<file path="src/modem_uart_register_block_top_macros.svh">
// assertion macros for the modem uart register block
`ifndef MODEM_UART_REGISTER_BLOCK_TOP_MACROS_SVH
`define MODEM_UART_REGISTER_BLOCK_TOP_MACROS_SVH

`ifndef SYNTHESIS

// same-cycle implication, sampled on clk, off during reset
`define MUB_ASSERT_SAME(lbl, ante, cons) \
    lbl: assert property (@(posedge clk) disable iff (!rst_n) (ante) |-> (cons)) \
        else $error("assertion failed");

// next-cycle implication, sampled on clk, off during reset
`define MUB_ASSERT_NEXT(lbl, ante, cons) \
    lbl: assert property (@(posedge clk) disable iff (!rst_n) (ante) |=> (cons)) \
        else $error("assertion failed");

`else

`define MUB_ASSERT_SAME(lbl, ante, cons)
`define MUB_ASSERT_NEXT(lbl, ante, cons)

`endif

`endif

</file>
<file path="src/mub_pkg.sv">
// types and constants shared by the modem uart register block
package mub_pkg;

    // opcodes
    localparam logic [1:0] OP_READ  = 2'd0;
    localparam logic [1:0] OP_WRITE = 2'd1;
    localparam logic [1:0] OP_TICK  = 2'd2;

    // register addresses
    localparam logic [1:0] REG_DATA   = 2'd0;
    localparam logic [1:0] REG_STATUS = 2'd1;
    localparam logic [1:0] REG_MODEM  = 2'd2;
    localparam logic [1:0] REG_TIMER  = 2'd3;

    // modem control bit positions
    localparam int MC_BRS  = 0;
    localparam int MC_TXE  = 1;
    localparam int MC_ORIG = 2;
    localparam int MC_OH   = 7;
    localparam logic [7:0] MC_LINE_MASK = 8'h1F;

    // line control bit positions
    localparam int LC_PAR_LO = 0;
    localparam int LC_LEN_LO = 1;
    localparam int LC_LEN_HI = 2;
    localparam int LC_STOP   = 3;
    localparam int LC_PAR_HI = 4;

    // parity mode codes
    localparam logic [1:0] PAR_ODD  = 2'd0;
    localparam logic [1:0] PAR_EVEN = 2'd1;
    localparam logic [1:0] PAR_NONE = 2'd2;

    // reset values
    localparam logic [7:0]  LINE_CTL_RESET    = 8'h16;
    localparam logic [15:0] TIMER_TICKS_RESET = 16'd50;

    typedef struct packed {
        logic [1:0] opcode;
        logic [1:0] reg_addr;
        logic [7:0] write_data;
        logic       rx_valid;
        logic [7:0] rx_byte;
        logic       ring_active;
        logic       carrier_active;
        logic       tx_idle;
    } mub_item_t;

    typedef struct packed {
        logic [7:0] read_data;
        logic       tx_valid;
        logic [7:0] tx_byte;
        logic       rx_taken;
        logic       dtr_out;
        logic [3:0] data_bits;
        logic [1:0] parity_mode;
        logic [1:0] stop_bits;
        logic       baud_is_300;
        logic       line_cfg_changed;
    } mub_result_t;

    typedef struct packed {
        logic rx_full;
        logic tx_empty;
        logic tx_pending;
    } mub_stat_t;

endpackage

</file>
<file path="src/mub_req_if.sv">
// request channel: bus accesses and service ticks
interface mub_req_if;
    logic       valid;
    logic       ready;
    logic [1:0] opcode;
    logic [1:0] reg_addr;
    logic [7:0] write_data;
    logic       rx_valid;
    logic [7:0] rx_byte;
    logic       ring_active;
    logic       carrier_active;
    logic       tx_idle;

    modport source (
        output valid, opcode, reg_addr, write_data, rx_valid, rx_byte,
               ring_active, carrier_active, tx_idle,
        input  ready
    );

    modport sink (
        input  valid, opcode, reg_addr, write_data, rx_valid, rx_byte,
               ring_active, carrier_active, tx_idle,
        output ready
    );
endinterface

</file>
<file path="src/mub_rsp_if.sv">
// response channel: one result per request
interface mub_rsp_if;
    logic       valid;
    logic       ready;
    logic [7:0] read_data;
    logic       tx_valid;
    logic [7:0] tx_byte;
    logic       rx_taken;
    logic       dtr_out;
    logic [3:0] data_bits;
    logic [1:0] parity_mode;
    logic [1:0] stop_bits;
    logic       baud_is_300;
    logic       line_cfg_changed;

    modport source (
        output valid, read_data, tx_valid, tx_byte, rx_taken, dtr_out,
               data_bits, parity_mode, stop_bits, baud_is_300, line_cfg_changed,
        input  ready
    );

    modport sink (
        input  valid, read_data, tx_valid, tx_byte, rx_taken, dtr_out,
               data_bits, parity_mode, stop_bits, baud_is_300, line_cfg_changed,
        output ready
    );
endinterface

</file>
<file path="src/mub_in_stage.sv">
// input register stage for request transactions
module mub_in_stage (
    input  logic               clk,
    input  logic               rst_n,
    input  logic               up_valid,
    output logic               up_ready,
    input  mub_pkg::mub_item_t up_item,
    output logic               dn_valid,
    input  logic               dn_ready,
    output mub_pkg::mub_item_t dn_item
);

    logic               valid_reg;
    mub_pkg::mub_item_t item_reg;

    assign up_ready = !valid_reg || dn_ready;
    assign dn_valid = valid_reg;
    assign dn_item  = item_reg;

    always_ff @(posedge clk or negedge rst_n)
    begin
        if (!rst_n)
        begin
            valid_reg <= 1'b0;
        end
        else if (up_ready)
        begin
            valid_reg <= up_valid;
        end
    end

    always_ff @(posedge clk)
    begin
        if (up_valid && up_ready)
        begin
            item_reg <= up_item;
        end
    end

endmodule

</file>
<file path="src/mub_core.sv">
// register state and per-transaction update logic
module mub_core (
    input  logic                 clk,
    input  logic                 rst_n,
    input  logic                 go,
    input  mub_pkg::mub_item_t   item,
    input  logic                 cfg_wr_en,
    input  logic [15:0]          cfg_wr_data,
    output mub_pkg::mub_result_t result,
    output mub_pkg::mub_stat_t   stat
);

    logic [15:0] timer_ticks_reg;
    logic [7:0]  rx_data_reg,   rx_data_next;
    logic [7:0]  tx_data_reg,   tx_data_next;
    logic [7:0]  line_ctl_reg,  line_ctl_next;
    logic [7:0]  modem_ctl_reg, modem_ctl_next;
    logic        rrf_reg,  rrf_next;
    logic        tre_reg,  tre_next;
    logic        tmr_reg,  tmr_next;
    logic        cd_reg,   cd_next;
    logic        ri_n_reg, ri_n_next;
    logic        pending_reg, pending_next;
    logic        dtr_reg,  dtr_next;
    logic        baud_reg, baud_next;
    logic        armed_reg, armed_next;
    logic [15:0] count_reg, count_next;

    logic [7:0]  status_byte;
    logic [7:0]  mc_diff;
    logic [15:0] count_dec;
    logic [7:0]  rd;
    logic        txv;
    logic [7:0]  txb;
    logic        taken;
    logic        changed;

    assign status_byte = {ri_n_reg, cd_reg, tmr_reg, 3'b000, tre_reg, rrf_reg};
    assign mc_diff     = modem_ctl_reg ^ item.write_data;
    assign count_dec   = (count_reg != 16'd0) ? (count_reg - 16'd1) : 16'd0;

    always_comb
    begin
        rx_data_next   = rx_data_reg;
        tx_data_next   = tx_data_reg;
        line_ctl_next  = line_ctl_reg;
        modem_ctl_next = modem_ctl_reg;
        rrf_next       = rrf_reg;
        tre_next       = tre_reg;
        tmr_next       = tmr_reg;
        cd_next        = cd_reg;
        ri_n_next      = ri_n_reg;
        pending_next   = pending_reg;
        dtr_next       = dtr_reg;
        baud_next      = baud_reg;
        armed_next     = armed_reg;
        count_next     = count_reg;
        rd             = 8'h00;
        txv            = 1'b0;
        txb            = 8'h00;
        taken          = 1'b0;
        changed        = 1'b0;

        case (item.opcode)
            mub_pkg::OP_READ:
            begin
                case (item.reg_addr)
                    mub_pkg::REG_DATA:
                    begin
                        rd       = rx_data_reg;
                        rrf_next = 1'b0;
                    end
                    mub_pkg::REG_STATUS:
                    begin
                        rd = status_byte;
                    end
                    default:
                    begin
                    end
                endcase
            end
            mub_pkg::OP_WRITE:
            begin
                case (item.reg_addr)
                    mub_pkg::REG_DATA:
                    begin
                        tx_data_next = item.write_data;
                        tre_next     = 1'b0;
                        pending_next = 1'b1;
                    end
                    mub_pkg::REG_STATUS:
                    begin
                        line_ctl_next = item.write_data;
                        changed       = 1'b1;
                    end
                    mub_pkg::REG_MODEM:
                    begin
                        modem_ctl_next = item.write_data;
                        // off hook dropped
                        if (mc_diff[mub_pkg::MC_OH] && !item.write_data[mub_pkg::MC_OH])
                        begin
                            dtr_next = 1'b0;
                        end
                        // off hook and originate both set after a change
                        if ((mc_diff[mub_pkg::MC_OH] || mc_diff[mub_pkg::MC_ORIG]) &&
                            item.write_data[mub_pkg::MC_OH] &&
                            item.write_data[mub_pkg::MC_ORIG])
                        begin
                            dtr_next = 1'b1;
                        end
                        if ((mc_diff & mub_pkg::MC_LINE_MASK) != 8'h00)
                        begin
                            baud_next = item.write_data[mub_pkg::MC_BRS];
                            changed   = 1'b1;
                        end
                    end
                    default:
                    begin
                        count_next = timer_ticks_reg;
                        armed_next = 1'b1;
                        tmr_next   = 1'b0;
                    end
                endcase
            end
            mub_pkg::OP_TICK:
            begin
                ri_n_next = !item.ring_active;
                cd_next   = item.carrier_active;
                // ring begins
                if (ri_n_reg && item.ring_active)
                begin
                    dtr_next = 1'b1;
                end
                // carrier lost
                if (cd_reg && !item.carrier_active)
                begin
                    dtr_next = 1'b0;
                end
                if (pending_reg && modem_ctl_reg[mub_pkg::MC_TXE])
                begin
                    txv          = 1'b1;
                    txb          = tx_data_reg;
                    pending_next = 1'b0;
                end
                if (!pending_next && item.tx_idle)
                begin
                    tre_next = 1'b1;
                end
                if (!rrf_reg && item.rx_valid)
                begin
                    rx_data_next = item.rx_byte;
                    rrf_next     = 1'b1;
                    taken        = 1'b1;
                end
                if (armed_reg)
                begin
                    count_next = count_dec;
                    if (count_dec == 16'd0)
                    begin
                        tmr_next = 1'b1;
                    end
                end
            end
            default:
            begin
            end
        endcase
    end

    always_comb
    begin
        result.read_data        = rd;
        result.tx_valid         = txv;
        result.tx_byte          = txb;
        result.rx_taken         = taken;
        result.dtr_out          = dtr_next;
        result.data_bits        = 4'd5 +
            {2'b00, line_ctl_next[mub_pkg::LC_LEN_HI:mub_pkg::LC_LEN_LO]};
        case ({line_ctl_next[mub_pkg::LC_PAR_HI], line_ctl_next[mub_pkg::LC_PAR_LO]})
            2'b00:   result.parity_mode = mub_pkg::PAR_ODD;
            2'b01:   result.parity_mode = mub_pkg::PAR_EVEN;
            default: result.parity_mode = mub_pkg::PAR_NONE;
        endcase
        result.stop_bits        = line_ctl_next[mub_pkg::LC_STOP] ? 2'd2 : 2'd1;
        result.baud_is_300      = baud_next;
        result.line_cfg_changed = changed;
    end

    assign stat.rx_full    = rrf_reg;
    assign stat.tx_empty   = tre_reg;
    assign stat.tx_pending = pending_reg;

    always_ff @(posedge clk or negedge rst_n)
    begin
        if (!rst_n)
        begin
            timer_ticks_reg <= mub_pkg::TIMER_TICKS_RESET;
        end
        else if (cfg_wr_en)
        begin
            timer_ticks_reg <= cfg_wr_data;
        end
    end

    always_ff @(posedge clk or negedge rst_n)
    begin
        if (!rst_n)
        begin
            rx_data_reg   <= 8'h00;
            tx_data_reg   <= 8'h00;
            line_ctl_reg  <= mub_pkg::LINE_CTL_RESET;
            modem_ctl_reg <= 8'h00;
            rrf_reg       <= 1'b0;
            tre_reg       <= 1'b0;
            tmr_reg       <= 1'b0;
            cd_reg        <= 1'b0;
            ri_n_reg      <= 1'b1;
            pending_reg   <= 1'b0;
            dtr_reg       <= 1'b0;
            baud_reg      <= 1'b1;
            armed_reg     <= 1'b0;
            count_reg     <= 16'd0;
        end
        else if (go)
        begin
            rx_data_reg   <= rx_data_next;
            tx_data_reg   <= tx_data_next;
            line_ctl_reg  <= line_ctl_next;
            modem_ctl_reg <= modem_ctl_next;
            rrf_reg       <= rrf_next;
            tre_reg       <= tre_next;
            tmr_reg       <= tmr_next;
            cd_reg        <= cd_next;
            ri_n_reg      <= ri_n_next;
            pending_reg   <= pending_next;
            dtr_reg       <= dtr_next;
            baud_reg      <= baud_next;
            armed_reg     <= armed_next;
            count_reg     <= count_next;
        end
    end

endmodule

</file>
<file path="src/mub_out_stage.sv">
// result register stage for response transactions
module mub_out_stage (
    input  logic                 clk,
    input  logic                 rst_n,
    input  logic                 up_valid,
    output logic                 up_ready,
    input  mub_pkg::mub_result_t up_result,
    output logic                 dn_valid,
    input  logic                 dn_ready,
    output mub_pkg::mub_result_t dn_result
);

    logic                 valid_reg;
    mub_pkg::mub_result_t result_reg;

    assign up_ready  = !valid_reg || dn_ready;
    assign dn_valid  = valid_reg;
    assign dn_result = result_reg;

    always_ff @(posedge clk or negedge rst_n)
    begin
        if (!rst_n)
        begin
            valid_reg <= 1'b0;
        end
        else if (up_ready)
        begin
            valid_reg <= up_valid;
        end
    end

    always_ff @(posedge clk)
    begin
        if (up_valid && up_ready)
        begin
            result_reg <= up_result;
        end
    end

endmodule

</file>
<file path="src/modem_uart_register_block_top.sv">
// top level of the modem uart register block
//
// req carries one transaction per bus read, bus write or service tick;
// rsp returns exactly one result transaction for each, in order.
// cfg_wr_en / cfg_wr_data load the 16-bit timer tick count; write it only
// while no transaction is in flight.
// a request accepted at a clock edge sits in the input register, is
// processed by the register update logic and lands in the result register,
// which raises rsp.valid and holds it until the receiver takes the result.
// throughput is one transaction per cycle while rsp.ready stays high; the
// update of the register set from the input register is the whole per-item
// path.
// reset (rst_n low, asynchronous) empties both stages and restores the
// register set: status not-ringing set, line control 0x16, 300 baud,
// timer idle, tick count 50.
// when rsp.ready stays low the result register holds its transaction, the
// input register can still take one more, and then req.ready drops until
// the receiver takes the waiting result
`include "modem_uart_register_block_top_macros.svh"

module modem_uart_register_block_top (
    input  logic        clk,
    input  logic        rst_n,
    mub_req_if.sink     req,
    mub_rsp_if.source   rsp,
    input  logic        cfg_wr_en,
    input  logic [15:0] cfg_wr_data
);

    mub_pkg::mub_item_t   req_item;
    mub_pkg::mub_item_t   s1_item;
    mub_pkg::mub_result_t core_result;
    mub_pkg::mub_result_t rsp_result;
    mub_pkg::mub_stat_t   core_stat;
    logic                 s1_valid;
    logic                 s2_ready;
    logic                 go;
    logic                 s1_is_tick;
    logic                 s1_is_data_write;

    // gather request fields
    assign req_item.opcode         = req.opcode;
    assign req_item.reg_addr       = req.reg_addr;
    assign req_item.write_data     = req.write_data;
    assign req_item.rx_valid       = req.rx_valid;
    assign req_item.rx_byte        = req.rx_byte;
    assign req_item.ring_active    = req.ring_active;
    assign req_item.carrier_active = req.carrier_active;
    assign req_item.tx_idle        = req.tx_idle;

    mub_in_stage u_in_stage (
        .clk      (clk),
        .rst_n    (rst_n),
        .up_valid (req.valid),
        .up_ready (req.ready),
        .up_item  (req_item),
        .dn_valid (s1_valid),
        .dn_ready (s2_ready),
        .dn_item  (s1_item)
    );

    // the register set advances exactly when a transaction moves to the result stage
    assign go = s1_valid && s2_ready;

    mub_core u_core (
        .clk         (clk),
        .rst_n       (rst_n),
        .go          (go),
        .item        (s1_item),
        .cfg_wr_en   (cfg_wr_en),
        .cfg_wr_data (cfg_wr_data),
        .result      (core_result),
        .stat        (core_stat)
    );

    mub_out_stage u_out_stage (
        .clk       (clk),
        .rst_n     (rst_n),
        .up_valid  (s1_valid),
        .up_ready  (s2_ready),
        .up_result (core_result),
        .dn_valid  (rsp.valid),
        .dn_ready  (rsp.ready),
        .dn_result (rsp_result)
    );

    // spread result fields
    assign rsp.read_data        = rsp_result.read_data;
    assign rsp.tx_valid         = rsp_result.tx_valid;
    assign rsp.tx_byte          = rsp_result.tx_byte;
    assign rsp.rx_taken         = rsp_result.rx_taken;
    assign rsp.dtr_out          = rsp_result.dtr_out;
    assign rsp.data_bits        = rsp_result.data_bits;
    assign rsp.parity_mode      = rsp_result.parity_mode;
    assign rsp.stop_bits        = rsp_result.stop_bits;
    assign rsp.baud_is_300      = rsp_result.baud_is_300;
    assign rsp.line_cfg_changed = rsp_result.line_cfg_changed;

    // decode of the transaction in the input register
    assign s1_is_tick       = (s1_item.opcode == mub_pkg::OP_TICK);
    assign s1_is_data_write = (s1_item.opcode == mub_pkg::OP_WRITE) &&
                              (s1_item.reg_addr == mub_pkg::REG_DATA);

    // a byte only goes out on a service tick
    `MUB_ASSERT_SAME(a_tx_only_on_tick, go && core_result.tx_valid, s1_is_tick)
    // a received byte is only latched while the receive holding register is empty
    `MUB_ASSERT_SAME(a_rx_only_when_empty, go && core_result.rx_taken, !core_stat.rx_full)
    // a data write always leaves a byte pending and transmit empty clear
    `MUB_ASSERT_NEXT(a_tx_write_pends, go && s1_is_data_write, core_stat.tx_pending && !core_stat.tx_empty)
    // request backpressure only while the result register is stalled
    `MUB_ASSERT_SAME(a_backpressure, !req.ready, rsp.valid && !rsp.ready && s1_valid)

endmodule

</file>
<file path="src/flat_wrapper.sv">
// flat-port wrapper written by rule: the top's interface ports become plain ports
module modem_uart_register_block_top_flat 
  (clk, rst_n, cfg_wr_en, cfg_wr_data, req_valid, req_opcode, req_reg_addr, req_write_data, req_rx_valid, req_rx_byte, req_ring_active, req_carrier_active, req_tx_idle, req_ready, rsp_valid, rsp_read_data, rsp_tx_valid, rsp_tx_byte, rsp_rx_taken, rsp_dtr_out, rsp_data_bits, rsp_parity_mode, rsp_stop_bits, rsp_baud_is_300, rsp_line_cfg_changed, rsp_ready);
  mub_req_if req_i ();
  mub_rsp_if rsp_i ();
  input  logic clk;
  input  logic rst_n;
  input  logic cfg_wr_en;
  input  logic [15:0] cfg_wr_data;
  input wire logic [$bits(req_i.valid)-1:0] req_valid;
  input wire logic [$bits(req_i.opcode)-1:0] req_opcode;
  input wire logic [$bits(req_i.reg_addr)-1:0] req_reg_addr;
  input wire logic [$bits(req_i.write_data)-1:0] req_write_data;
  input wire logic [$bits(req_i.rx_valid)-1:0] req_rx_valid;
  input wire logic [$bits(req_i.rx_byte)-1:0] req_rx_byte;
  input wire logic [$bits(req_i.ring_active)-1:0] req_ring_active;
  input wire logic [$bits(req_i.carrier_active)-1:0] req_carrier_active;
  input wire logic [$bits(req_i.tx_idle)-1:0] req_tx_idle;
  output wire logic [$bits(req_i.ready)-1:0] req_ready;
  output wire logic [$bits(rsp_i.valid)-1:0] rsp_valid;
  output wire logic [$bits(rsp_i.read_data)-1:0] rsp_read_data;
  output wire logic [$bits(rsp_i.tx_valid)-1:0] rsp_tx_valid;
  output wire logic [$bits(rsp_i.tx_byte)-1:0] rsp_tx_byte;
  output wire logic [$bits(rsp_i.rx_taken)-1:0] rsp_rx_taken;
  output wire logic [$bits(rsp_i.dtr_out)-1:0] rsp_dtr_out;
  output wire logic [$bits(rsp_i.data_bits)-1:0] rsp_data_bits;
  output wire logic [$bits(rsp_i.parity_mode)-1:0] rsp_parity_mode;
  output wire logic [$bits(rsp_i.stop_bits)-1:0] rsp_stop_bits;
  output wire logic [$bits(rsp_i.baud_is_300)-1:0] rsp_baud_is_300;
  output wire logic [$bits(rsp_i.line_cfg_changed)-1:0] rsp_line_cfg_changed;
  input wire logic [$bits(rsp_i.ready)-1:0] rsp_ready;
  assign req_i.valid = req_valid;
  assign req_i.opcode = req_opcode;
  assign req_i.reg_addr = req_reg_addr;
  assign req_i.write_data = req_write_data;
  assign req_i.rx_valid = req_rx_valid;
  assign req_i.rx_byte = req_rx_byte;
  assign req_i.ring_active = req_ring_active;
  assign req_i.carrier_active = req_carrier_active;
  assign req_i.tx_idle = req_tx_idle;
  assign req_ready = req_i.ready;
  assign rsp_valid = rsp_i.valid;
  assign rsp_read_data = rsp_i.read_data;
  assign rsp_tx_valid = rsp_i.tx_valid;
  assign rsp_tx_byte = rsp_i.tx_byte;
  assign rsp_rx_taken = rsp_i.rx_taken;
  assign rsp_dtr_out = rsp_i.dtr_out;
  assign rsp_data_bits = rsp_i.data_bits;
  assign rsp_parity_mode = rsp_i.parity_mode;
  assign rsp_stop_bits = rsp_i.stop_bits;
  assign rsp_baud_is_300 = rsp_i.baud_is_300;
  assign rsp_line_cfg_changed = rsp_i.line_cfg_changed;
  assign rsp_i.ready = rsp_ready;
  modem_uart_register_block_top u_core (.clk(clk), .rst_n(rst_n), .req(req_i), .rsp(rsp_i), .cfg_wr_en(cfg_wr_en), .cfg_wr_data(cfg_wr_data));
endmodule
</file>
<file path="config.mk">
export PLATFORM = sky130hd
export DESIGN_NAME = modem_uart_register_block_top_flat
export DESIGN_NICKNAME = d
export VERILOG_FILES = /design/src/mub_pkg.sv /design/src/mub_req_if.sv /design/src/mub_rsp_if.sv /design/src/mub_in_stage.sv /design/src/mub_core.sv /design/src/mub_out_stage.sv /design/src/modem_uart_register_block_top.sv /design/src/flat_wrapper.sv
export VERILOG_INCLUDE_DIRS = /design/src /design/src/src
export SDC_FILE = /design/constraint.sdc
export NUM_CORES = 1
export LEC_CHECK = 0
export BUFFER_PORTS_ARGS = -buffer_cell sky130_fd_sc_hd__buf_4
export CORE_MARGIN = 1.5
export CORE_UTILIZATION = 57
export CTS_CLUSTER_DIAMETER = 60
export DETAILED_ROUTE_END_ITERATION = 10
export GPL_ROUTABILITY_DRIVEN = 0
export PLACE_DENSITY = 0.79
export SETUP_SLACK_MARGIN = 0.1
export SKIP_CTS_REPAIR_TIMING = 1
export SLEW_MARGIN = 20
export SYNTH_ARGS = -nofsm -noshare
export SYNTH_HDL_FRONTEND = slang
export SYNTH_SLANG_ARGS = --single-unit
</file>
<file path="constraint.sdc">
create_clock -name clk -period 3.4 [get_ports clk]
set_input_delay 0.85 -clock clk [delete_from_list [all_inputs] [get_ports clk]]
set_output_delay 0.85 -clock clk [all_outputs]
set_load 0.02 [all_outputs]
</file>
==> Flow_metrics.wiki, run 1 <==
{| class="wikitable"
! Metric !! Value
|-
| Cell area after technology mapping || about 5300 µm²
|-
| Most frequent cell after synthesis || sky130_fd_sc_hd__dfrtp_1
|-
| Fraction of the cycle the final worst path needs || 0.7517
|-
| Post-detailed-placement cell area || roughly 5900 µm²
|-
| Main synth FF type || sky130_fd_sc_hd__dfrtp_1
|-
| Final non-filler cell total || 600
|-
| Wire per inst || 17.47 µm
|-
| Detail-routed via count per cell || 5.932
|-
| Initial antenna violation count || 0
|-
| Distinct cell type count of the synthesized netlist || 57
|-
| Share of synthesized area occupied by flip-flops and latches || 0.6366
|-
| Normalized max-slew margin || 0.3871
|-
| Min-Delay Path Class || primary input to asynchronous set/reset pin
|-
| Uppermost layer routed || met4
|-
| Critical path required time || around 3.8 ns
|-
| Biggest fanout along the worst timing path || 7
|-
| RSZ-0062 raised after global routing || false
|-
| Clock Pin Slew Worst Setup and Hold Paths || 0.06 ns
|-
| Startpoint-to-endpoint class of the critical path || register to register
|-
| Kind of end point of the critical path || register
|-
| Met3 WL || around 540 µm
|-
| Instance count of the mapped netlist || between 300 and 400
|-
| Total routing resource utilization after global routing || 0.2293
|-
| Via count of the first global-routing pass || roughly 3500
|-
| Core Area || 8848 µm²
|-
| Standby leakage power || 2.717 nW
|-
| Result of the run || completed
|-
| Total of flip-flops plus latches after synthesis || 123
|-
| Power per cell area || 703.3 nW/µm²
|-
| Peak ir drop on the vdd network || 364.5 µV
|-
| Final setup violation count || 0
|-
| Highest clock rate || 391.3 MHz
|-
| Fraction of post-synthesis cell area in the top cell type by area || 0.3021
|-
| Sum of routed wire length over all layers || 10480 µm
|-
| Sum Neg Setup Slack || 0 ns
|-
| Row count || 34
|-
| Largest net degree at the start of global routing || 71
|-
| X dimension of the die || 99.13 µm
|-
| Initial core utilization || 0.5953
|-
| Input/output buffers || 75
|-
| Max reg flops || 29
|-
| Setup Skew || between 0.005 and 0.006 ns
|-
| Arrival time at the worst endpoint || 2.96 ns
|-
| DRC violations left || 0
|-
| CTS Root Buffer Type || sky130_fd_sc_hd__clkbuf_8
|-
| Element type at the critical path start || register
|-
| Overflow after GRT || 0
|-
| Met2 WL || 5203 µm
|-
| Ys async rst share || 0.5691
|-
| Number of buffers on the longest clock path || 2
|-
| IO Count || 76
|-
| Cell total after placement || around 570
|-
| Maxcap violations || 0
|-
| Worst reg-to-reg path cell count || 7
|-
| Layout cells sized above 1 || 0.3435
|-
| Number of vias after detailed routing || 3559
|-
| Clock tree from TritonCTS || yes
|-
| Avg Inst Size Synth || 13.34 µm²
|-
| Die area || 9827 µm²
|-
| N_diodes || 0
|-
| Pin slew with the least headroom to its limit || 0.9160 ns
|-
| Synth warnings || 0
|-
| TritonCTS sink count || between 100 and 150
|-
| Total of fill cells in the finished design || 600
|-
| Biggest area contributors in the synthesized netlist || sky130_fd_sc_hd__edfxtp_1 (30%), sky130_fd_sc_hd__dfrtp_1 (29%), sky130_fd_sc_hd__mux2_2 (9.0%)
|-
| Dpl hpwl || 6820 µm
|-
| Crit path time final || approximately 2.6 ns
|-
| Leading post-synthesis cells by instance count || sky130_fd_sc_hd__dfrtp_1 (62), sky130_fd_sc_hd__edfxtp_1 (53), sky130_fd_sc_hd__mux2_2 (42)
|-
| CTS buffer count || 17
|-
| Iteration count of the initial detailed-routing pass || 5
|-
| ANT nets after route || 0
|-
| Area leader, netlist || sky130_fd_sc_hd__edfxtp_1
|-
| Clock insertion delay at the later pin of the skew report || around 0.5 ns
|-
| Violation count after the first detailed-route iteration || 212
|-
| Fin. max-slew vios || 0
|-
| Vertical die dimension || 99.13 µm
|-
| M1 WL || 4548 µm
|-
| Hold Fails Final Rpt || 0
|-
| Count of flip-flops with a built-in enable after synthesis || 53
|-
| Count of H-tree levels built during CTS || 4
|-
| Fin nets || approximately 530
|-
| Post-route cell area || 6496 µm²
|-
| First-pass GRT wire length || between 15000 and 20000 µm
|-
| Area growth from synthesis to final layout || 23.33%
|-
| Syn Nets || 450
|}
worst max-delay path, stage by stage (launching register included):
cell	delay, ns
sky130_fd_sc_hd__dfrtp_1	0.42
sky130_fd_sc_hd__inv_1	0.11
sky130_fd_sc_hd__ha_1	0.23
sky130_fd_sc_hd__nor3b_1	0.55
sky130_fd_sc_hd__nand3_2	0.34
sky130_fd_sc_hd__o21ai_4	0.34
sky130_fd_sc_hd__o21ai_0	0.15
sky130_fd_sc_hd__a221o_1	0.30
layer usage:
metal | up-vias | global-route usage
met5 | - | 0
met1 | 1782 | 0.3029
met2 | 124 | 0.3724
li1 | 1633 | -
met3 | 20 | 0.06044
met4 | 0 | 0.08126
layout by cell type, fill, tap and decap left out, types with 5 or more instances in the layout:
cell                        Yosys  final
sky130_fd_sc_hd__nor2_1        16     16
sky130_fd_sc_hd__and3_1         6      6
sky130_fd_sc_hd__dfrtp_1       62     62
sky130_fd_sc_hd__a21oi_1       14     14
sky130_fd_sc_hd__clkbuf_16      0     16
sky130_fd_sc_hd__buf_4          0     78
sky130_fd_sc_hd__edfxtp_1      53     53
sky130_fd_sc_hd__nand3_1        8      8
sky130_fd_sc_hd__mux2_2        42     42
sky130_fd_sc_hd__nand2b_1       6      6
sky130_fd_sc_hd__ha_1          10     10
sky130_fd_sc_hd__dfstp_2        8      8
sky130_fd_sc_hd__nor2b_1        8      8
sky130_fd_sc_hd__nand2_1       24     24
sky130_fd_sc_hd__nor3_1        10     10
sky130_fd_sc_hd__a221o_1        5      5
sky130_fd_sc_hd__inv_1         16     16
sky130_fd_sc_hd__a22oi_1        6      6
sky130_fd_sc_hd__and2_1        12     11
sky130_fd_sc_hd__o21ai_0       16     16
sky130_fd_sc_hd__xor2_1         6      6
logic make-up (layout without fill, tap and decap cells):
family / Yosys count / count (layout) / synth area share
AO/OA/AOI/OAI: 69 / 69 / 0.09217
flip-flops: 123 / 123 / 0.6366
AND/OR/NAND/NOR: 111 / 111 / 0.1147
buffers and inverters: 30 / 127 / 0.02589
multiplexers: 44 / 44 / 0.09359
adder cells (fa/ha/maj): 10 / 10 / 0.02375
XOR/XNOR: 8 / 8 / 0.01330
area by class of cell:
| class | count | area, µm² | area share |
|---|---|---|---|
| Sequential cell | 123 | 3353 | 0.5162 |
| Clock inverter | 15 | 165.2 | 0.02542 |
| Clock buffer | 17 | 414.1 | 0.06375 |
| Timing Repair Buffer | 78 | 585.6 | 0.09014 |
| Inverter | 17 | 63.81 | 0.009823 |
| Multi-Input combinational cell | 242 | 1779 | 0.2739 |
| Tap cell | 108 | 135.1 | 0.02080 |
stage by stage:
step / hold WS [ns] / utilization / setup WS [ns] / total power, mW
detailed placement: 0.4362 / 0.6687 / 0.5941 / 2.834
finish: 0.4609 / 0.7342 / 0.8443 / 4.569
global placement: 0.4298 / 0.6687 / 0.7199 / 2.784
CTS: 0.4690 / 0.7342 / 0.8704 / 4.590
global route: 0.4837 / 0.7342 / 0.6474 / 4.770
floorplan: 0.4049 / - / 0.4721 / 2.570
power breakdown:
part / internal, mW / leakage, nW / switching (mW)
Combinational: 0.363 / 1.09 / 0.379
Clock: 1.06 / 0.277 / 0.685
Sequential: 1.87 / 1.35 / 0.211
Total: 3.29 / 2.72 / 1.28
worst paths after layout:
kind                                                   start  slack [ns]                             end
worst max-delay path              u_core.u_core.count_reg[0]        0.84      u_core.u_core.count_reg[7]
worst min-delay path                                   rst_n        0.46      u_core.u_core.count_reg[7]
worst max register to register    u_core.u_core.count_reg[0]        0.84      u_core.u_core.count_reg[7]
worst min register to register  u_core.u_in_stage.dn_item[2]        0.47          u_core.u_core.ri_n_reg
max in group asynchronous                              rst_n        2.38  u_core.u_core.modem_ctl_reg[4]
min in group clk                u_core.u_in_stage.dn_item[2]        0.47          u_core.u_core.ri_n_reg
Note: power is estimated with default switching activity, not from simulation.
==> inputs of run 2 (changes only) <==
--- a/config.mk
+++ b/config.mk
@@ -6,13 +6,14 @@
 export SDC_FILE = /design/constraint.sdc
 export NUM_CORES = 1
 export LEC_CHECK = 0
+export ABC_AREA = 1
 export BUFFER_PORTS_ARGS = -buffer_cell sky130_fd_sc_hd__buf_4
 export CORE_MARGIN = 1.5
 export CORE_UTILIZATION = 57
 export CTS_CLUSTER_DIAMETER = 60
 export DETAILED_ROUTE_END_ITERATION = 10
 export GPL_ROUTABILITY_DRIVEN = 0
-export PLACE_DENSITY = 0.79
+export PLACE_DENSITY = 0.78
 export SETUP_SLACK_MARGIN = 0.1
 export SKIP_CTS_REPAIR_TIMING = 1
 export SLEW_MARGIN = 20
==> constraint.sdc (replaced) <==
create_clock -name clk -period 2.5 [get_ports clk]
set_input_delay 0.625 -clock clk [delete_from_list [all_inputs] [get_ports clk]]
set_output_delay 0.625 -clock clk [all_outputs]
set_load 0.02 [all_outputs]
==> Flow_metrics.wiki, run 2 <==
{| class="wikitable"
! Metric !! Value
|-
| Iteration count of the initial detailed-routing pass || 5
|-
| Initial core utilization || 0.5904
|-
| Sum Neg Setup Slack || 0 ns
|-
| Area leader, netlist || sky130_fd_sc_hd__edfxtp_1
|-
| Biggest area contributors in the synthesized netlist || sky130_fd_sc_hd__edfxtp_1 (29%), sky130_fd_sc_hd__dfrtp_1 (28%), sky130_fd_sc_hd__nand2_1 (7.4%)
|-
| Post-route cell area || roughly 6700 µm²
|-
| Maxcap violations || 0
|-
| IO Count || 76
|-
| Count of flip-flops with a built-in enable after synthesis || 53
|-
| Cell area after technology mapping || 5455 µm²
|-
| Syn Nets || approximately 590
|-
| Fin nets || slightly below 700
|-
| Number of vias after detailed routing || 4070
|-
| N_diodes || 0
|-
| Final non-filler cell total || between 700 and 800
|-
| Pin slew with the least headroom to its limit || 0.5901 ns
|-
| Startpoint-to-endpoint class of the critical path || register to register
|-
| Detail-routed via count per cell || 5.320
|-
| Hold Fails Final Rpt || 0
|-
| CTS buffer count || 17
|-
| Area growth from synthesis to final layout || 23.14%
|-
| Standby leakage power || 3.029 nW
|-
| Largest net degree at the start of global routing || 46
|-
| Via count of the first global-routing pass || 3968
|-
| Power per cell area || 997.5 nW/µm²
|-
| Main synth FF type || sky130_fd_sc_hd__dfrtp_1
|-
| Max reg flops || 29
|-
| Avg Inst Size Synth || 10.18 µm²
|-
| Core Area || 9240 µm²
|-
| Leading post-synthesis cells by instance count || sky130_fd_sc_hd__nand2_1 (107), sky130_fd_sc_hd__inv_1 (63), sky130_fd_sc_hd__dfrtp_1 (62)
|-
| Violation count after the first detailed-route iteration || 288
|-
| First-pass GRT wire length || roughly 19000 µm
|-
| Result of the run || completed
|-
| Dpl hpwl || 7645 µm
|-
| RR Startpoint || u_core.u_in_stage.dn_item[21]
|-
| Peak ir drop on the vdd network || 594.9 µV
|-
| Overflow after GRT || 0
|-
| Die area || 10170 µm²
|-
| Layout cells sized above 1 || 0.2516
|-
| Total routing resource utilization after global routing || 0.2429
|-
| Cell total after placement || 733
|-
| Biggest fanout along the worst timing path || 11
|-
| Most frequent cells in the layout || sky130_fd_sc_hd__nand2_1 (107), sky130_fd_sc_hd__buf_4 (83), sky130_fd_sc_hd__inv_1 (63)
|-
| Post-detailed-placement cell area || 6187 µm²
|-
| Normalized max-slew margin || 0.6066
|-
| CTS Root Buffer Type || sky130_fd_sc_hd__clkbuf_8
|-
| Count of H-tree levels built during CTS || 4
|-
| Wire per inst || 14.61 µm
|-
| Instance count of the mapped netlist || 536
|-
| Setup Skew || around 0.0086 ns
|-
| RSZ-0062 raised after global routing || false
|-
| Fin. max-slew vios || 0
|-
| Ys async rst share || 0.5691
|-
| DRC violations left || 0
|-
| Vertical die dimension || 100.8 µm
|-
| Clock insertion delay at the later pin of the skew report || between 0.5 and 0.6 ns
|-
| Crit path time final || 2.085 ns
|-
| Share of synthesized area occupied by flip-flops and latches || 0.6147
|-
| Critical path required time || 2.77 ns
|-
| Synth warnings || 0
|-
| TritonCTS sink count || 123
|-
| Arrival time at the worst endpoint || 2.36 ns
|-
| Input/output buffers || 75
|-
| Overall power of the completed layout || 6.701 mW
|-
| Distinct cell type count of the synthesized netlist || 39
|-
| Initial antenna violation count || 0
|-
| Highest clock rate || around 480 MHz
|-
| Min-Delay Path Class || primary input to asynchronous set/reset pin
|-
| Clock Pin Slew Worst Setup and Hold Paths || 0.06 ns
|-
| Number of buffers on the longest clock path || 2
|-
| Fraction of post-synthesis cell area in the top cell type by area || 0.2917
|-
| Commonest non-fill, non-tap cell in the layout || sky130_fd_sc_hd__nand2_1
|-
| Clock tree from TritonCTS || yes
|-
| X dimension of the die || 100.8 µm
|-
| Crit path launch || u_core.u_in_stage.dn_item[21]
|-
| Element type at the critical path start || register
|-
| Total of flip-flops plus latches after synthesis || 123
|-
| Final setup violation count || 0
|-
| Sum of routed wire length over all layers || 11170 µm
|-
| Row count || 35
|-
| Most frequent cell after synthesis || sky130_fd_sc_hd__nand2_1
|-
| ANT nets after route || 0
|-
| Kind of end point of the critical path || register
|-
| Fraction of the cycle the final worst path needs || 0.8340
|}
-- run 2: cell families (layout without fill, tap and decap cells) --
group,after synthesis,after routing,share of synthesized area
mux,17,17,0.03509
xor+xnor,5,5,0.008029
buf+inv,81,181,0.05803
flops,123,123,0.6147
compound gates,86,86,0.09106
fa+ha+maj,10,10,0.02294
simple gates,214,214,0.1702
-- run 2: worst paths after layout --
kind | to | slack (ns) | cells after the start
setup / recovery | u_core.u_out_stage.dn_result[7] | 0.41 | 6
hold / removal | u_core.u_core.rx_data_reg[2] | 0.11 | 1
setup reg to reg | u_core.u_out_stage.dn_result[7] | 0.41 | 6
hold reg to reg | u_core.u_core.ri_n_reg | 0.47 | 1
max in group asynchronous | u_core.u_core.line_ctl_reg[4] | 1.71 | 2
min in group clk | u_core.u_in_stage.dn_item[6] | 0.28 | 1
-- run 2: report_power, final --
part | total [mW] | leakage (nW) | internal (mW) | switching [mW]
clock | 2.17 | 0.251 | 1.24 | 0.932
combinational | 1.56 | 1.44 | 0.602 | 0.960
sequential | 2.97 | 1.33 | 2.64 | 0.334
total | 6.70 | 3.03 | 4.47 | 2.23
-- run 2: layout make-up --
| cell class | instances | area, µm² |
|---|---|---|
| clock inverters | 14 | 112.6 |
| clock buffers | 18 | 417.9 |
| inverters | 65 | 244.0 |
| flip-flops and latches | 123 | 3353 |
| multi-input cells | 332 | 1785 |
| fillers | 634 | 2522 |
| repair buffers | 84 | 643.1 |
| well taps | 129 | 161.4 |
-- run 2: routing by layer --
metal | global-route usage | up-vias | wire length, µm
met4 | 0.09859 | 0 | 195
met3 | 0.05756 | 21 | 640
met5 | 0 | - | 0
li1 | - | 1967 | -
met2 | 0.3955 | 148 | 5616
met1 | 0.3160 | 1934 | 4722
-- run 2: metrics by stage --
step	util	setup WS [ns]	hold WS, ns
floorplan	-	0.2976	0.3294
global placement	0.6696	0.4349	0.4279
detailed placement	0.6696	0.3549	0.4527
CTS	0.7270	0.3956	0.1134
global route	0.7270	0.1436	0.1379
finish	0.7270	0.4150	0.1050
-- run 2: critical path, cell delays in order (launching register included) --
cell and delay (ns):
sky130_fd_sc_hd__edfxtp_1 0.42, sky130_fd_sc_hd__inv_1 0.11, sky130_fd_sc_hd__ha_1 0.29, sky130_fd_sc_hd__nand2_1 0.27, sky130_fd_sc_hd__o21ai_0 0.37, sky130_fd_sc_hd__inv_1 0.09
sky130_fd_sc_hd__ha_1 0.29
==> inputs of run 3 (changes only) <==
--- a/config.mk
+++ b/config.mk
@@ -9,11 +9,11 @@
 export ABC_AREA = 1
 export BUFFER_PORTS_ARGS = -buffer_cell sky130_fd_sc_hd__buf_4
 export CORE_MARGIN = 1.5
-export CORE_UTILIZATION = 57
+export CORE_UTILIZATION = 52
 export CTS_CLUSTER_DIAMETER = 60
 export DETAILED_ROUTE_END_ITERATION = 10
 export GPL_ROUTABILITY_DRIVEN = 0
-export PLACE_DENSITY = 0.78
+export PLACE_DENSITY = 0.75
 export SETUP_SLACK_MARGIN = 0.1
 export SKIP_CTS_REPAIR_TIMING = 1
 export SLEW_MARGIN = 20
==> constraint.sdc (replaced) <==
create_clock -name clk -period 1.85 [get_ports clk]
set_input_delay 0.4625 -clock clk [delete_from_list [all_inputs] [get_ports clk]]
set_output_delay 0.4625 -clock clk [all_outputs]
set_load 0.02 [all_outputs]
==> Flow_metrics.wiki, run 3 (synthesis gave the netlist of run 2 again) <==
{| class="wikitable"
! Metric !! Value
|-
| Result of the run || completed
|-
| IO Count || 76
|-
| Worst Hold End || u_core.u_in_stage.dn_item[3]
|-
| Number of vias after detailed routing || 4110
|-
| Post-detailed-placement cell area || ~6300 µm²
|-
| Clock tree from TritonCTS || yes
|-
| Iteration count of the initial detailed-routing pass || 5
|-
| Total of fill cells in the finished design || 728
|-
| ANT nets after route || 0
|-
| Crit-path slowest cell || sky130_fd_sc_hd__dfrtp_1
|-
| Number of buffers on the longest clock path || 2
|-
| FF+latch area || 3356 µm²
|-
| Detail-routed via count per cell || 5.242
|-
| Clock Pin Slew Worst Setup and Hold Paths || 0.06 ns
|-
| N_diodes || 0
|-
| Row count || 37
|-
| Area growth from synthesis to final layout || 29.59%
|-
| Die area || 11110 µm²
|-
| Sum of routed wire length over all layers || 11620 µm
|-
| CTS Root Buffer Type || sky130_fd_sc_hd__clkbuf_8
|-
| Initial core utilization || 0.5332
|-
| Fraction of the cycle the final worst path needs || 0.9270
|-
| Startpoint-to-endpoint class of the critical path || register to register
|-
| Commonest non-fill, non-tap cell in the layout || sky130_fd_sc_hd__nand2_1
|-
| Input/output buffers || 75
|-
| Kind of end point of the critical path || register
|-
| Setup slack, reg-to-reg || around 0.14 ns
|-
| Arrival time at the worst endpoint || about 2.2 ns
|-
| Post-route cell area || 7069 µm²
|-
| Dpl hpwl || between 7000 and 8000 µm
|-
| CTS buffer count || 17
|-
| Fin. max-slew vios || 0
|-
| First-pass GRT wire length || 18680 µm
|-
| Crit path time final || 1.715 ns
|-
| Via count of the first global-routing pass || about 4100
|-
| Worst reg-to-reg path cell count || 11
|-
| Most frequent cells in the layout || sky130_fd_sc_hd__nand2_1 (103), sky130_fd_sc_hd__buf_4 (88), sky130_fd_sc_hd__dfrtp_1 (60)
|-
| Largest net degree at the start of global routing || a little over 50
|-
| Violation count after the first detailed-route iteration || ~240
|-
| Standby leakage power || 3.147 nW
|-
| RR Startpoint || u_core.u_core.count_reg[5]
|-
| Max reg flops || 29
|-
| Worst hold path startpoint || req_rx_byte[0]
|-
| Layout cells sized above 1 || 0.3117
|-
| Wire per inst || 14.82 µm
|-
| Final setup violation count || 0
|-
| Biggest cell delay along the critical path || about 0.45 ns
|-
| Fin nets || between 600 and 700
|-
| Maxcap violations || 0
|-
| X dimension of the die || approximately 110 µm
|-
| Hold Fails Final Rpt || 0
|-
| Endpoint of the lowest-slack register-to-register path || u_core.u_core.tmr_reg
|-
| Highest clock rate || 583.1 MHz
|-
| Power per cell area || 1380 nW/µm²
|-
| Total routing resource utilization after global routing || 0.2195
|-
| Min-Delay Path Class || primary input to register
|-
| Kind of cell adding the most delay to the critical path || simple AND/OR/NAND/NOR gates
|-
| Normalized max-slew margin || 0.7230
|-
| Pin slew with the least headroom to its limit || 0.4145 ns
|-
| Pre-CTS worst setup slack || -0.3222 ns
|-
| Clock insertion delay at the later pin of the skew report || 0.52 ns
|-
| Initial antenna violation count || 0
|-
| Critical path required time || approximately 2.3 ns
|-
| Peak ir drop on the vdd network || 1081 µV
|-
| Vertical die dimension || 105.4 µm
|-
| Overflow after GRT || 0
|-
| Most numerous cell on the critical path || sky130_fd_sc_hd__nand2_1
|-
| Core Area || 10230 µm²
|-
| DRC violations left || 0
|-
| Element type at the critical path start || register
|-
| Worst path buffer plus inverter count || 0
|-
| Ordered list of cells on the worst path || nor2_4 > nand2_2 > nor2_4 > nand2_8 > nand2_1 > nand2_1 > nor2_1 > nand2_1 > nor2_1 > nand3_1 > a21oi_1
|-
| RSZ-0062 raised after global routing || true
|-
| Instance count along the most critical hold path || 1
|-
| Area used by multi-input combinational logic || 1914 µm²
|-
| Count of H-tree levels built during CTS || 4
|-
| Setup Skew || 0.009375 ns
|-
| Sum Neg Setup Slack || 0 ns
|-
| Post-layout worst setup margin || 0.1350 ns
|-
| Biggest fanout along the worst timing path || 19
|-
| TritonCTS sink count || roughly 120
|}
## run 3: per-layer routing
layer	vias up	GRT usage	part of all wire
met5	-	0	0
met4	0	0.07730	0.0083
met3	8	0.07854	0.057
met2	134	0.3711	0.52
met1	1982	0.2589	0.41
li1	1986	-	-
## run 3: layout make-up
type / count / share of cell area
Inverter: 65 / 0.03487
Tap cell: 136 / 0.02407
Multi-Input combinational cell: 333 / 0.2708
Sequential cell: 123 / 0.4747
Timing Repair Buffer: 96 / 0.1085
Clock buffer: 18 / 0.06053
Clock inverter: 13 / 0.02655
## run 3: worst max path at each step
stage / from / to / cells after the start
floorplan: u_core.u_out_stage.dn_valid / u_core.u_core.tmr_reg / 9
global placement: u_core.u_in_stage.dn_item[22] / u_core.u_core.tmr_reg / 11
detailed placement: u_core.u_in_stage.dn_item[22] / u_core.u_core.tmr_reg / 11
CTS: u_core.u_in_stage.dn_item[22] / u_core.u_core.tmr_reg / 11
global route: u_core.u_core.count_reg[5] / u_core.u_core.tmr_reg / 11
finish: u_core.u_core.count_reg[5] / u_core.u_core.tmr_reg / 11
## run 3: stage by stage
stage	std cells	hold slack, ns	total power, mW	utilization
floorplan	536	0.1669	5.442	-
global route	784	0.08296	10.28	0.6910
detailed placement	746	0.3684	6.164	0.6128
finish	784	0.1151	9.752	0.6910
global placement	746	0.3610	6.049	0.6128
CTS	777	-0.1879	9.631	0.6730
## run 3: power by group
part / total [mW] / switching, mW / leakage (nW) / internal (mW)
registers: 4.05 / 0.486 / 1.33 / 3.57
logic: 2.26 / 1.34 / 1.52 / 0.918
clock network: 3.44 / 1.21 / 0.294 / 2.23
total: 9.75 / 3.04 / 3.15 / 6.71
